--- config.mk ---
export PLATFORM = sky130hd
export DESIGN_NAME = nbt_blend
export DESIGN_NICKNAME = d
export VERILOG_FILES = /design/src/hdl/assert_macros.svh /design/src/hdl/nbt_pkg.sv /design/src/hdl/nbt_blend.sv
export SDC_FILE = /design/constraint.sdc
export NUM_CORES = 1
export LEC_CHECK = 0
export BUFFER_PORTS_ARGS = -buffer_cell sky130_fd_sc_hd__buf_2
export CELL_PAD_IN_SITES_DETAIL_PLACEMENT = 1
export CELL_PAD_IN_SITES_GLOBAL_PLACEMENT = 2
export CORE_ASPECT_RATIO = 1.4
export CORE_UTILIZATION = 39
export DETAILED_ROUTE_END_ITERATION = 6
export PLACE_DENSITY_LB_ADDON = 0.1
export SYNTH_ARGS = -nofsm -noshare
export SYNTH_HDL_FRONTEND = slang
export SYNTH_SLANG_ARGS = --single-unit
--- constraint.sdc ---
create_clock -name clk -period 7.42 [get_ports clk]
set_input_delay 0.371 -clock clk [delete_from_list [all_inputs] [get_ports clk]]
set_output_delay 0.371 -clock clk [all_outputs]
set_load 0.01 [all_outputs]
--- src/hdl/assert_macros.svh ---
`ifndef ASSERT_MACROS_SVH
`define ASSERT_MACROS_SVH

// both macros expect clk and rst_n in scope

// check cons in the same cycle as ante
`define ASSERT_NOW(label, ante, cons) \
    label: assert property (@(posedge clk) disable iff (!rst_n) (ante) |-> (cons)) \
        else $error("assertion failed");

// check cons in the cycle after ante
`define ASSERT_NEXT(label, ante, cons) \
    label: assert property (@(posedge clk) disable iff (!rst_n) (ante) |=> (cons)) \
        else $error("assertion failed");

`endif

--- src/hdl/nbt_pkg.sv ---
package nbt_pkg;

    localparam int TABLE_DEPTH = 64;
    localparam int ADDR_W      = (TABLE_DEPTH > 1) ? $clog2(TABLE_DEPTH) : 1;
    localparam int CNT_W       = $clog2(TABLE_DEPTH + 1);

    localparam int ID_W     = 16;
    localparam int TIME_W   = 32;
    localparam int DIST_W   = 8;
    localparam int Q_W      = 16;
    localparam int FEAT_W   = 8;
    localparam int EST_W    = 8;
    localparam int HEARD_W  = 8;
    localparam int SLOT_W   = 6;
    localparam int LIVE_W   = 7;
    localparam int OWN_W    = 2;
    localparam int MARGIN_W = 8;

    localparam int CFG_IDX_W  = 2;
    localparam int CFG_DATA_W = 32;

    localparam logic [CFG_IDX_W-1:0] CFG_TIMEOUT = 2'd0;
    localparam logic [CFG_IDX_W-1:0] CFG_OWN     = 2'd1;
    localparam logic [CFG_IDX_W-1:0] CFG_AVERAGE = 2'd2;
    localparam logic [CFG_IDX_W-1:0] CFG_MARGIN  = 2'd3;

    localparam logic [TIME_W-1:0]   TIMEOUT_RESET = 32'd65535;
    localparam logic [MARGIN_W-1:0] MARGIN_RESET  = 8'd5;

    // 0.9 and 0.1 in units of 1/256
    localparam logic [7:0] AVG_OLD_WEIGHT = 8'd230;
    localparam logic [7:0] AVG_NEW_WEIGHT = 8'd26;
    localparam logic [HEARD_W-1:0] HEARD_MAX = 8'd255;

    typedef struct packed {
        logic [ID_W-1:0]    id;
        logic [Q_W-1:0]     dist_q;
        logic [TIME_W-1:0]  last_heard;
        logic [HEARD_W-1:0] heard;
        logic [FEAT_W-1:0]  feature;
        logic [EST_W-1:0]   estimate;
    } entry_t;

    typedef struct packed {
        logic is_match;
        logic is_free;
        logic is_farther;
        logic is_stale;
        logic is_own;
    } verdict_t;

endpackage

--- src/hdl/nbt_blend.sv ---
module nbt_blend import nbt_pkg::*;
(
    input  logic              clk,
    input  logic              start,
    input  logic [Q_W-1:0]    old_q,
    input  logic [DIST_W-1:0] distance,
    output logic [Q_W-1:0]    blend_q
);
    logic [23:0]    old_term;
    logic [23:0]    new_term;
    logic [23:0]    sum;
    logic [Q_W-1:0] blend_reg;

    // old*230 + (d<<8)*26 + 128 stays below 2^24
    assign old_term = 24'(old_q) * 24'(AVG_OLD_WEIGHT);
    assign new_term = 24'({distance, 8'h00}) * 24'(AVG_NEW_WEIGHT);
    assign sum      = old_term + new_term + 24'd128;

    always_ff @(posedge clk)
    begin
        if (start)
        begin
            blend_reg <= sum[23:8];
        end
    end

    assign blend_q = blend_reg;
endmodule

# After elaboration in Yosys (flattened, before gate mapping)
# Index checks and enable logic that the tools add are counted.
# Widths: inputs -> output; s select.
[totals]
memories = 0
mem_bits_ro = 0
wordCells = 5
latch_bits = 0
output_inout_bits = 16
ff_bits = 16
ramBits = 0
[op_classes]
n_lt_le_gt_ge = 0
shift = 0
reduce_logical = 0
multipliers = 2
muxes = 0
n_addsub = 2
bitwise_logic = 0
eq_ne = 0
div = 0
[ops]
columns = ["cell", "n"]
rows = [
  ["$add 24x21->24", 1],
  ["$add 24x8->24 const B", 1],
  ["$mul 16x7->23 const B", 1],
  ["$mul 8x4->12 const B", 1],
]

# Logic depth before layout (Yosys ltp)
[logic_depth]
depth_word = 3
mapped_depth = 27

# Worst setup path after synthesis
# OpenSTA, ideal clock, no wires.
[synth_path]
path_type = "input to register"
startpoint = "input old_q[1]"
endpoint = "register blend_reg[14] (netlist: blend_q[14]) (data pin)"
path_stages = 26
arrival_time_ns = 5.554
path_slack_ns = 1.607
n_path_buf = 0
setup_ns = 0.259
path_cell_list = "inv_1 fa_1 inv_1 fa_1 ha_1 inv_1 fa_1 inv_1 ha_1 a21o_1 a21oi_1 o221a_2 nor2b_1 nor2_1 nor2b_1 nor2_1 xnor2_1 ha_1 o211ai_1 or2_2 o311a_1 o31ai_2 o41ai_1 o21a_1 or3_1 xor2_1"
[synth_via]
elab_chain_len = 3
[synth_lines]
columns = ["item", "line", "source"]
rows = [
  ["from (decl)", "nbt_blend.sv:5", "input logic [Q_W-1:0] old_q,"],
  ["$mul 16x7->23", "nbt_blend.sv:15", "assign old_term = 24'(old_q) * 24'(AVG_OLD_WEIGHT);"],
  ["$add 24x21->24", "nbt_blend.sv:17", "assign sum = old_term + new_term + 24'd128;"],
  ["$add 24x8->24", "nbt_blend.sv:17", ""],
  ["via sum[22]", "nbt_blend.sv:11", "logic [23:0] sum;"],
  ["to (signal assigned)", "nbt_blend.sv:23", "blend_reg <= sum[23:8];"],
  ["to (decl)", "nbt_blend.sv:12", "logic [Q_W-1:0] blend_reg;"],
]
# The timed path passes the listed nets, and every way through them passes these cells.
# A chain may end at the register's enable or synchronous reset.

# Worst setup path after layout
# Same ends and word-level chain as after synthesis.

==> out/results.ini <==
[yosys]
yosysWarnings=0
synth_top_area_cell=ha_1
synth_edf_count=16
ys_ff_latch=16
synth_area_leaders=ha_1, fa_1, edfxtp_1
async_reset_ff_share_pct=0
synth_cell_types=45
synth_top_cell_area_share_pct=28.4
syn_area_sq_um=3870
synth_fp_nets=564
yosysSeqAreaShare_pct=12.4
avgSynthCellArea_sq_um=9.47
syn_inst=409
synth_ff_type=edfxtp_1

[global_route]
grt_pass1_wl_um=14100
grt_pass1_vias=3132
grt_use_total_pct=17.1
antenna_found_initial=0
overflow=0
grt_max_degree=17

[critical_path]
cp_max_fo=6
worst_ep_arrival_time_ns=6.17
worst_path_most_repeated_cell=inv_1
cp-startpoint=old_q[1]
critPathLaunchType=input pin
worst_path_largest_cell_delay_ns=0.53
required_ns=7.42
path_class=input pin to register
end_kind=register
cp_slowest_cell=fa_1

[sta]
period_share_pct=83.2
drv_slew=0
min_period_ns=6.17
rsz0062_at_grt=no
worst_pin_slew_ns=0.462
hold_viol_final=0
fmaxAchievable_mhz=162
maxSlewHeadroom_pct=69.1
setup_viol=0
hold_ws_ns=0.571
finalSetupTns_ns=0

[floorplan]
core_sq_um=9560
pin_count=42
fp-row-count=42
die_h_um=120
start_util_pct=40.5
fp.dieW_um=86.2
die_area_sq_um=10300

[clocking]
htreeDepth=1
cts_buffers=3
cts_tree=built
cts_resized=0
clockRootBuffer=clkbuf_16
cts_buffer_depth=2
postCtsSetupRepairBufs=0
clkTransAtPathRegs_ns=0.05
cts_hold_buf=0
cts.sinks=16

[placement]
dp_hpwl_um=7330
routabilityCongestion=0.778
io_buffer_count=41

[detailed_routing]
drt_iter0_markers=20
first_pass_iters=4
wirelength_um=8020
routedWlPerCell_um=13.7
vias_per_cell=4.92
vias=2883
ant_nets=0
drc_errors=0

[job]
max_cap_violations=0

[final_layout]
drive_above_1_share_pct=11.7
largest_reg_flops=16
fin_nets=610
antennaDiodeCount=0
fillers=1156
area_delta_synth_final_pct=11.6

[outcome]
status=finished, final reports clean

[hold_path]
hold_path.startpoint=start
holdCritPathClass=input pin to register

metrics by stage:
stage / instance area, sq um / setup WS (ns) / instances / utilization (%)
floorplan: 3870 / 1.61 / 409 / -
global placement: 4240 / 1.19 / 582 / 44.3
detailed placement: 4240 / 0.997 / 582 / 44.3
CTS: 4320 / 1.24 / 586 / 45.2
global route: 4320 / 0.765 / 586 / 45.2
finish: 4320 / 1.25 / 586 / 45.2
cells in the final DEF, fill, tap and decap left out, types with 2 or more instances in the layout:
master	n
fa_1	41
and2_1	2
a31oi_1	2
and3_1	2
a211oi_1	2
inv_1	108
o21ai_0	10
nand2_1	3
a21o_1	9
edfxtp_1	16
xor2_1	8
o211ai_1	2
or2_2	2
a21oi_1	20
nor2_1	19
or3_1	2
o21bai_1	2
nand4_1	3
o31a_1	2
clkbuf_16	3
buf_2	41
nand2b_1	4
xnor2_1	24
ha_1	88
nor3_1	5
nand3_1	3
nor2b_1	5
o21a_1	6
area by class of cell:
type / instances / area, sq um / area share, %
Timing Repair Buffer: 41 / 205 / 4.75
Clock inverter: 1 / 3.75 / 0.0869
Sequential cell: 16 / 480 / 11.1
Multi-Input combinational cell: 285 / 2990 / 69.1
Clock buffer: 3 / 75.1 / 1.74
Tap cell: 132 / 165 / 3.82
Inverter: 108 / 405 / 9.38
routing by layer:
metal  track usage [%]  up-vias  wire length (um)
li1                  -     1441                 -
met1              19.4     1406              3270
met2              34.4       30              4580
met3              1.86        6               115
met4              2.08        0                57
met5                 0        -                 0
synthesized netlist by cell type, types with 2 or more instances:
cell type,n
inv_1,108
ha_1,88
fa_1,41
xnor2_1,24
a21oi_1,20
nor2_1,19
edfxtp_1,16
o21ai_0,10
a21o_1,9
xor2_1,8
o21a_1,6
nor2b_1,5
nor3_1,5
nand2b_1,4
nand2_1,3
nand3_1,3
nand4_1,3
a211oi_1,2
a31oi_1,2
and2_1,2
and3_1,2
o211ai_1,2
o21bai_1,2
o31a_1,2
or2_2,2
or3_1,2
worst paths after layout:
kind,cells after the start,end
worst max-delay path,27,blend_q[14]
worst min-delay path,1,blend_q[9]
critical path: cells and delay by family:
family	cells	cell delay (ns)
xor+xnor	2	0.24
simple gates	6	1.10
compound gates	8	1.59
fa+ha+maj	6	2.51
buf+inv	5	0.35
kinds of logic after synthesis:
family / share of synthesized area (%)
simple gates: 7.53
buf+inv: 10.5
flops: 12.4
fa+ha+maj: 49.6
compound gates: 12.7
xor+xnor: 7.24
Power is left out: the tool's default activity adds up to more than one toggle a clock period on the data nets, which glitch-free logic cannot reach.
