[src/hdl/assert_macros.svh]
`ifndef ASSERT_MACROS_SVH
`define ASSERT_MACROS_SVH

// both macros expect clk and rst_n in scope

// check cons in the same cycle as ante
`define ASSERT_NOW(label, ante, cons) \
    label: assert property (@(posedge clk) disable iff (!rst_n) (ante) |-> (cons)) \
        else $error("assertion failed");

// check cons in the cycle after ante
`define ASSERT_NEXT(label, ante, cons) \
    label: assert property (@(posedge clk) disable iff (!rst_n) (ante) |=> (cons)) \
        else $error("assertion failed");

`endif

[src/hdl/nbt_pkg.sv]
package nbt_pkg;

    localparam int TABLE_DEPTH = 64;
    localparam int ADDR_W      = (TABLE_DEPTH > 1) ? $clog2(TABLE_DEPTH) : 1;
    localparam int CNT_W       = $clog2(TABLE_DEPTH + 1);

    localparam int ID_W     = 16;
    localparam int TIME_W   = 32;
    localparam int DIST_W   = 8;
    localparam int Q_W      = 16;
    localparam int FEAT_W   = 8;
    localparam int EST_W    = 8;
    localparam int HEARD_W  = 8;
    localparam int SLOT_W   = 6;
    localparam int LIVE_W   = 7;
    localparam int OWN_W    = 2;
    localparam int MARGIN_W = 8;

    localparam int CFG_IDX_W  = 2;
    localparam int CFG_DATA_W = 32;

    localparam logic [CFG_IDX_W-1:0] CFG_TIMEOUT = 2'd0;
    localparam logic [CFG_IDX_W-1:0] CFG_OWN     = 2'd1;
    localparam logic [CFG_IDX_W-1:0] CFG_AVERAGE = 2'd2;
    localparam logic [CFG_IDX_W-1:0] CFG_MARGIN  = 2'd3;

    localparam logic [TIME_W-1:0]   TIMEOUT_RESET = 32'd65535;
    localparam logic [MARGIN_W-1:0] MARGIN_RESET  = 8'd5;

    // 0.9 and 0.1 in units of 1/256
    localparam logic [7:0] AVG_OLD_WEIGHT = 8'd230;
    localparam logic [7:0] AVG_NEW_WEIGHT = 8'd26;
    localparam logic [HEARD_W-1:0] HEARD_MAX = 8'd255;

    typedef struct packed {
        logic [ID_W-1:0]    id;
        logic [Q_W-1:0]     dist_q;
        logic [TIME_W-1:0]  last_heard;
        logic [HEARD_W-1:0] heard;
        logic [FEAT_W-1:0]  feature;
        logic [EST_W-1:0]   estimate;
    } entry_t;

    typedef struct packed {
        logic is_match;
        logic is_free;
        logic is_farther;
        logic is_stale;
        logic is_own;
    } verdict_t;

endpackage

[src/hdl/nbt_judge.sv]
module nbt_judge import nbt_pkg::*;
(
    input  entry_t             entry,
    input  logic               live,
    input  logic [ID_W-1:0]    sender_id,
    input  logic [TIME_W-1:0]  now,
    input  logic [Q_W-1:0]     far_q,
    input  logic [TIME_W-1:0]  timeout_ticks,
    input  logic [OWN_W-1:0]   own_feature,
    output verdict_t           verdict
);
    logic [TIME_W-1:0] age;

    // modulo 2^32 age, so a wrapped clock still works
    assign age = now - entry.last_heard;

    always_comb
    begin
        verdict.is_match   = live && (entry.id == sender_id);
        verdict.is_free    = !live;
        verdict.is_farther = entry.dist_q > far_q;
        verdict.is_stale   = live && (age > timeout_ticks);
        verdict.is_own     = live && (entry.feature == FEAT_W'(own_feature));
    end
endmodule

[config.mk]
export PLATFORM = sky130hd
export DESIGN_NAME = nbt_judge
export DESIGN_NICKNAME = d
export VERILOG_FILES = /design/src/hdl/assert_macros.svh /design/src/hdl/nbt_pkg.sv /design/src/hdl/nbt_judge.sv
export SDC_FILE = /design/constraint.sdc
export NUM_CORES = 1
export LEC_CHECK = 0
export BUFFER_PORTS_ARGS = -buffer_cell sky130_fd_sc_hd__buf_2
export CAP_MARGIN = 40
export CORE_MARGIN = 2
export CORE_UTILIZATION = 42
export DETAILED_ROUTE_END_ITERATION = 6
export PLACE_DENSITY = 0.74
export SLEW_MARGIN = 20
export SYNTH_ARGS = -nofsm -noshare
export SYNTH_HDL_FRONTEND = slang
export SYNTH_SLANG_ARGS = --single-unit
[constraint.sdc]
create_clock -name vclk -period 5.8
set_input_delay 0.29 -clock vclk [all_inputs]
set_output_delay 0.29 -clock vclk [all_outputs]
set_load 0.05 [all_outputs]
* Word-level counts from Yosys, hierarchy flattened
Cells that the tools add are included.
** Storage, ports and cells
- Register bits after elaboration :: 0
- Input bits :: 187
** Cells by class
- Add/sub/neg operators :: 1
- Magnitude comparators :: 2
- Equality and inequality tests :: 2
- Reductions and logical operators :: 4
** Operator list (count)
- greater-than comparator 32 bit :: 1
- subtractor 32 bit :: 1
- == test 16 bit :: 1
- greater-than comparator 16 bit :: 1
- == test 8 x 2 -> 1 bit :: 1
- logical AND 1 bit :: 3
- zero test 1 bit :: 1

* Depth between registers and ports, before layout
Gate-level depths: netlist (run 1).
- Depth after elaboration :: 3
- Gate-level depth with buffers :: 17
- Depth with buffers taken out :: 17

* Worst setup path after synthesis (run 1)
No wires, ideal clock.
- Path type :: input to output
- Start :: input now[0]
- End :: output verdict[1] (netlist bit)
- Data arrival time :: 3.843 ns
- Required time :: 5.510 ns
- Slack :: 1.667 ns
- Stages :: 15
- Cells stage by stage :: inv_1 ha_1 inv_1 fa_1 a21oi_1 o2bb2ai_1 o31ai_2 o211ai_1 a31o_2 xor2_1 ha_1 nand4_1 nor4_1 a22oi_1 a21oi_1
** RTL lines
- start, declared :: line nbt_judge.sv:6 : input logic [TIME_W-1:0] now,
- end, declared :: line nbt_judge.sv:10 : output verdict_t verdict

==> qor.txt, run 1 <==
sequential cell count - 0
largest area contributor in the synthesized netlist - ha_1
Synth warnings - 0
RD Place Congestion - 0.905
die area - 8520 sq um
WL final - 8960 microns
Unique masters post-synth - 50
sequential cell area - 0 sq um
NetSw - 232 uW
Critical Path Fanout Max - 6
cts hold-fix bufs - 0
Initial DRT Pass Iterations - 4
Die X - 92.3 microns
Die Y - 92.3 microns
clock buffers - 0
Max-slew headroom - 63.0%
Setup TNS - 0 ps
Worst Path Arrival - 4220 ps
antenna diode count - 0
vias per cell - 5.23
initial antenna violation count - 0
clock network fraction of total power - 0%
largest net degree at the start of global routing - 11
first-pass GRT wire length - 14,900 microns
synth top area cells - ha_1 (30%), inv_1 (10%), xor2_1 (8.0%)
PD cells - 104 nW/um^2
WP buf/inv - 4
worst path cell trace - buf_2, inv_1, ha_1, inv_1, fa_1, a21oi_1, o2bb2ai_1, o31ai_2, o211ai_1, a31o_2, xor2_1, ha_1, nand4_1, nor4_1, a22oi_1, a21oi_1, buf_2
P_leak - 0.00255 uW
register area share after synthesis - 0%
CORE AREA - 7650 sq um
Top Family by Delay on Critical Path - compound AO/OA/AOI/OAI gates
Hold Vio Cnt, Final - 0
fmax - 0.222 GHz
Congestion Overflow GR - 0
area delta synth->final - 30.0%
max-cap viol count - 0
Max VDD drop - 40.2 uV
status - completed
dpl hpwl - 8260 microns
Crit Path Class - in2out
Final Slew Violations - 0
Post-CTS Setup Inserts - 0
Pint - 209 uW
Remaining DRCs - 0
Worst Path Required - 5510 ps
vias in the first global route - 3,707
area share of the leading cell type in the synthesized netlist - 30.2%
worst hold margin - 890 ps
Period minus WS final - 4510 ps
hold path cells - 3
Slowest cell on crit path - o31ai_2
Syn Std Cell Area - 3270 sq um
DRT iter0 DRCs - 74
Seq pwr share - 0%
worst-margin pin slew - 552 ps
Sw Share - 52.6%
Hold Path Origin - entry[12]
CTS-repair resized insts - 0
Final setup viols - 0
port bufs - 176
syn nets - 736
Setup WS pre-CTS - 1290 ps
cells after synthesis - 469
vias - 3,870
syn_area_per_cell - 6.98 sq um
combinational fraction of design power - 100.0%
Min-Delay Path Class - in2out
Rows - 32
drt wl/cell - 12.1 microns
DRT antenna net count - 0
initial core utilization - 42.8%
layout cells sized above 1 - 29.9%
largest stage delay on the critical path - 490 ps
CP Launch Type - primary input
Hold Path Sink - verdict[0]
RSZ-0062 raised after global routing - false
final period utilization - 77.8%
NumNets Final - 907
final worst slack - 1290 ps
global-route usage over all layers - 20.5%
IO Pins - 192
CP endpoint kind - primary output
## cells in the final DEF (no fill, tap or decap), drive strengths merged, types with 2 or more instances in the layout
cell / instances
a211o: 3
nand3: 9
ha: 79
a22oi: 2
a21oi: 42
o211ai: 4
o21ai: 32
xnor2: 17
inv: 87
nor4: 6
nand2: 21
nand4: 14
a211oi: 5
a21o: 30
nor2b: 6
and3: 2
nor2: 19
and4: 2
buf: 176
o311ai: 2
nand2b: 10
o31ai: 2
a31oi: 8
o21a: 3
o21bai: 5
xor2: 30
a31o: 2
nor3: 6
## logic make-up after synthesis
group                    after synthesis  synth area share [%]
AND/OR/NAND/NOR                      100                  15.9
adder cells (fa/ha/maj)               80                  30.8
XOR/XNOR                              47                  12.6
AO/OA/AOI/OAI                        148                  29.9
buffers and inverters                 94                  10.8
## cells in the mapped netlist, types with 2 or more instances
library cell,n
inv_1,87
ha_1,79
a21oi_1,42
o21ai_0,32
xor2_1,30
a21o_1,29
nand2_1,20
nor2_1,19
xnor2_1,17
nand4_1,14
nand2b_1,10
nand3_1,9
a31oi_1,8
clkbuf_1,7
nor2b_1,6
nor3_1,6
nor4_1,6
o21bai_1,5
a211o_1,3
a211oi_1,3
o211ai_1,3
o21a_1,3
a211oi_2,2
a31o_2,2
o311ai_2,2
## power by group through the flow
stage | Combinational (uW) | Clock [uW] | Sequential (uW)
6_report | 441 | 0 | 0
3_3_place_gp | 427 | 0 | 0
3_5_place_dp | 441 | 0 | 0
2_1_floorplan | 309 | 0 | 0
4_1_cts | 444 | 0 | 0
5_1_grt | 503 | 0 | 0
## worst max path at each step
stage | slack, ps | end | from | depth (start not counted)
CTS | 1270 | verdict[1] | now[0] | 17
global placement | 1350 | verdict[1] | now[0] | 17
global route | 1040 | verdict[1] | now[0] | 17
floorplan | 1670 | verdict[1] | now[0] | 15
finish | 1290 | verdict[1] | now[0] | 17
detailed placement | 1290 | verdict[1] | now[0] | 17
## area by class of cell
type	count	area, sq um
multi-input combinational	375	2920
inverter	87	327
timing repair buffer	176	881
tap	102	128
fill	754	3390
## per-stage QoR
step	power (uW)	cell area (sq um)	cells	util [%]
global placement	427	4260	740	55.6
global route	503	4260	740	55.6
finish	441	4260	740	55.6
floorplan	309	3270	469	-
detailed placement	441	4260	740	55.6
CTS	444	4260	740	55.6
## routing by layer
metal | wire length (microns) | up-vias | global-route usage, %
li1 | - | 1999 | -
met1 | 3750 | 1714 | 24.3
met2 | 4560 | 149 | 41.5
met3 | 578 | 8 | 1.07
met4 | 67 | 0 | 1.74
met5 | 0 | - | 0
Note: power is estimated with default switching activity, not from simulation.
==> run 2, diff against run 1 <==
- clock period: 5.8 -> 4.2 ns (I/O delays scaled with it)
==> run 2 against run 1 <==
Net effect:
- setup slack got worse by 1000 ps
- cell count is 0.14% higher
- power up 40%
- die area is the same
- worst hold slack worse by 160 ps
- combinational power grew 40%
- first-iteration DRC count up 62%
- critical path depth increased by 2
- sequential share of layout area unchanged
- global-route usage increased by 0.11 points
- highest routed layer unchanged
- core utilization is 0.44 points higher
- design area is 0.79% higher
==> qor.txt, run 2 (synthesis results as in run 1) <==
status - completed
Max VDD drop - 60.0 uV
IO Pins - 192
Critical Path Fanout Max - 6
Top Family by Delay on Critical Path - compound AO/OA/AOI/OAI gates
Initial DRT Pass Iterations - 4
sequential cell area - 0 sq um
vias - 3,865
port bufs - 176
worst hold margin - 731 ps
initial core utilization - 42.8%
Remaining DRCs - 0
worst-margin pin slew - 440 ps
Top Layer Used - met4
Sw Share - 52.8%
Die X - 92.3 microns
initial antenna violation count - 0
most common cell after layout, fill and taps aside - buf_2
Hold Vio Cnt, Final - 0
DRT antenna net count - 0
vias per cell - 5.22
metal3 WL - 591 microns
DRT iter0 DRCs - 120
Slowest cell on crit path - fa_1
Rows - 32
FILL cells - 790
met2 routed WL - 4510 microns
Hold Path Origin - entry[10]
CORE AREA - 7650 sq um
worst path cell trace - buf_2, inv_1, ha_1, inv_1, fa_1, a21oi_1, o2bb2ai_1, o31ai_2, buf_4, o211ai_1, a31o_2, xor2_1, ha_1, nand4_1, nor4_4, nand2_1, o31ai_2, a21oi_2, buf_4
M1 WL - 3930 microns
Max-slew headroom - 70.7%
Period minus WS final - 3920 ps
dpl hpwl - 8320 microns
Min-Delay Path Class - in2out
Worst Path Required - 3990 ps
first-pass GRT wire length - 15,200 microns
final worst slack - 276 ps
combinational fraction of design power - 100.0%
cts hold-fix bufs - 0
Seq pwr share - 0%
Hold Path Sink - verdict[0]
largest stage delay on the critical path - 400 ps
largest net degree at the start of global routing - 11
Final Non-Filler Cells - 741
Critical path origin - now[0]
clock buffers - 0
placed cell count - 741
drt wl/cell - 12.3 microns
Die Y - 92.3 microns
WP buf/inv - 5
Util after Layout - 56.1%
Worst Path Arrival - 3710 ps
antenna diode count - 0
CP endpoint kind - primary output
Final setup viols - 0
CTS-repair resized insts - 0
clock network fraction of total power - 0%
WL final - 9130 microns
vias in the first global route - 3,774
hold path cells - 3
fmax - 0.255 GHz
Congestion Overflow GR - 0
Setup WS pre-CTS - 41.8 ps
PD cells - 144 nW/um^2
highest-count cells in the layout ignoring fill and taps - buf_2 (175), inv_1 (87), ha_1 (79)
NetSw - 327 uW
layout cells sized above 1 - 30.5%
CP Launch Type - primary input
sequential cell count - 0
Post-CTS Setup Inserts - 0
Crit Path Class - in2out
die area - 8520 sq um
final period utilization - 93.4%
Final Slew Violations - 0
NumNets Final - 908
Pint - 292 uW
P_leak - 0.00257 uW
area delta synth->final - 31.0%
max-cap viol count - 0
global-route usage over all layers - 20.6%
Power, Total - 619 uW
RD Place Congestion - 0.846
## run 2: changes by cell type in the layout (fill, tap and decap cells not counted)
cell     delta
buf_4       +2
o31ai_2     +1
nor4_4      +1
nor4_1      -1
buf_2       -1
o31ai_1     -1
a21oi_1     -1
a21oi_2     +1
## run 2: tightest hold or removal path, stage by stage
cell and delay [ps]:
buf_2 70, nor4_1 40, buf_2 200
## run 2: per-layer routing
metal	track usage [%]	vias up
met1	24.7	1700
met4	2.61	0
met3	1.07	8
met2	41.0	159
met5	0	-
li1	-	1998
## run 2: worst max path at each step
stage	endpoint	cells after the start
after global routing	verdict[1]	19
after floorplan	verdict[1]	15
final	verdict[1]	19
after global placement	verdict[1]	16
after detailed placement	verdict[1]	16
after CTS	verdict[1]	16
## run 2: through the flow
stage	setup TNS, ps	cell area, sq um
after floorplan	0	3270
after global placement	0	4260
after detailed placement	0	4260
after CTS	0	4260
after global routing	-5.03	4290
final	0	4290
## run 2: layout make-up
class / instances / area, sq um / area share, %
repair buffers: 177 / 891 / 20.8
multi-input cells: 375 / 2940 / 68.6
inverters: 87 / 327 / 7.61
well taps: 102 / 128 / 2.98
## run 2: power by group through the flow
| stage | Combinational (uW) | Clock (uW) | Sequential [uW] |
|---|---|---|---|
| after detailed placement | 613 | 0 | 0 |
| after CTS | 617 | 0 | 0 |
| after global placement | 592 | 0 | 0 |
| final | 619 | 0 | 0 |
| after global routing | 703 | 0 | 0 |
| after floorplan | 426 | 0 | 0 |
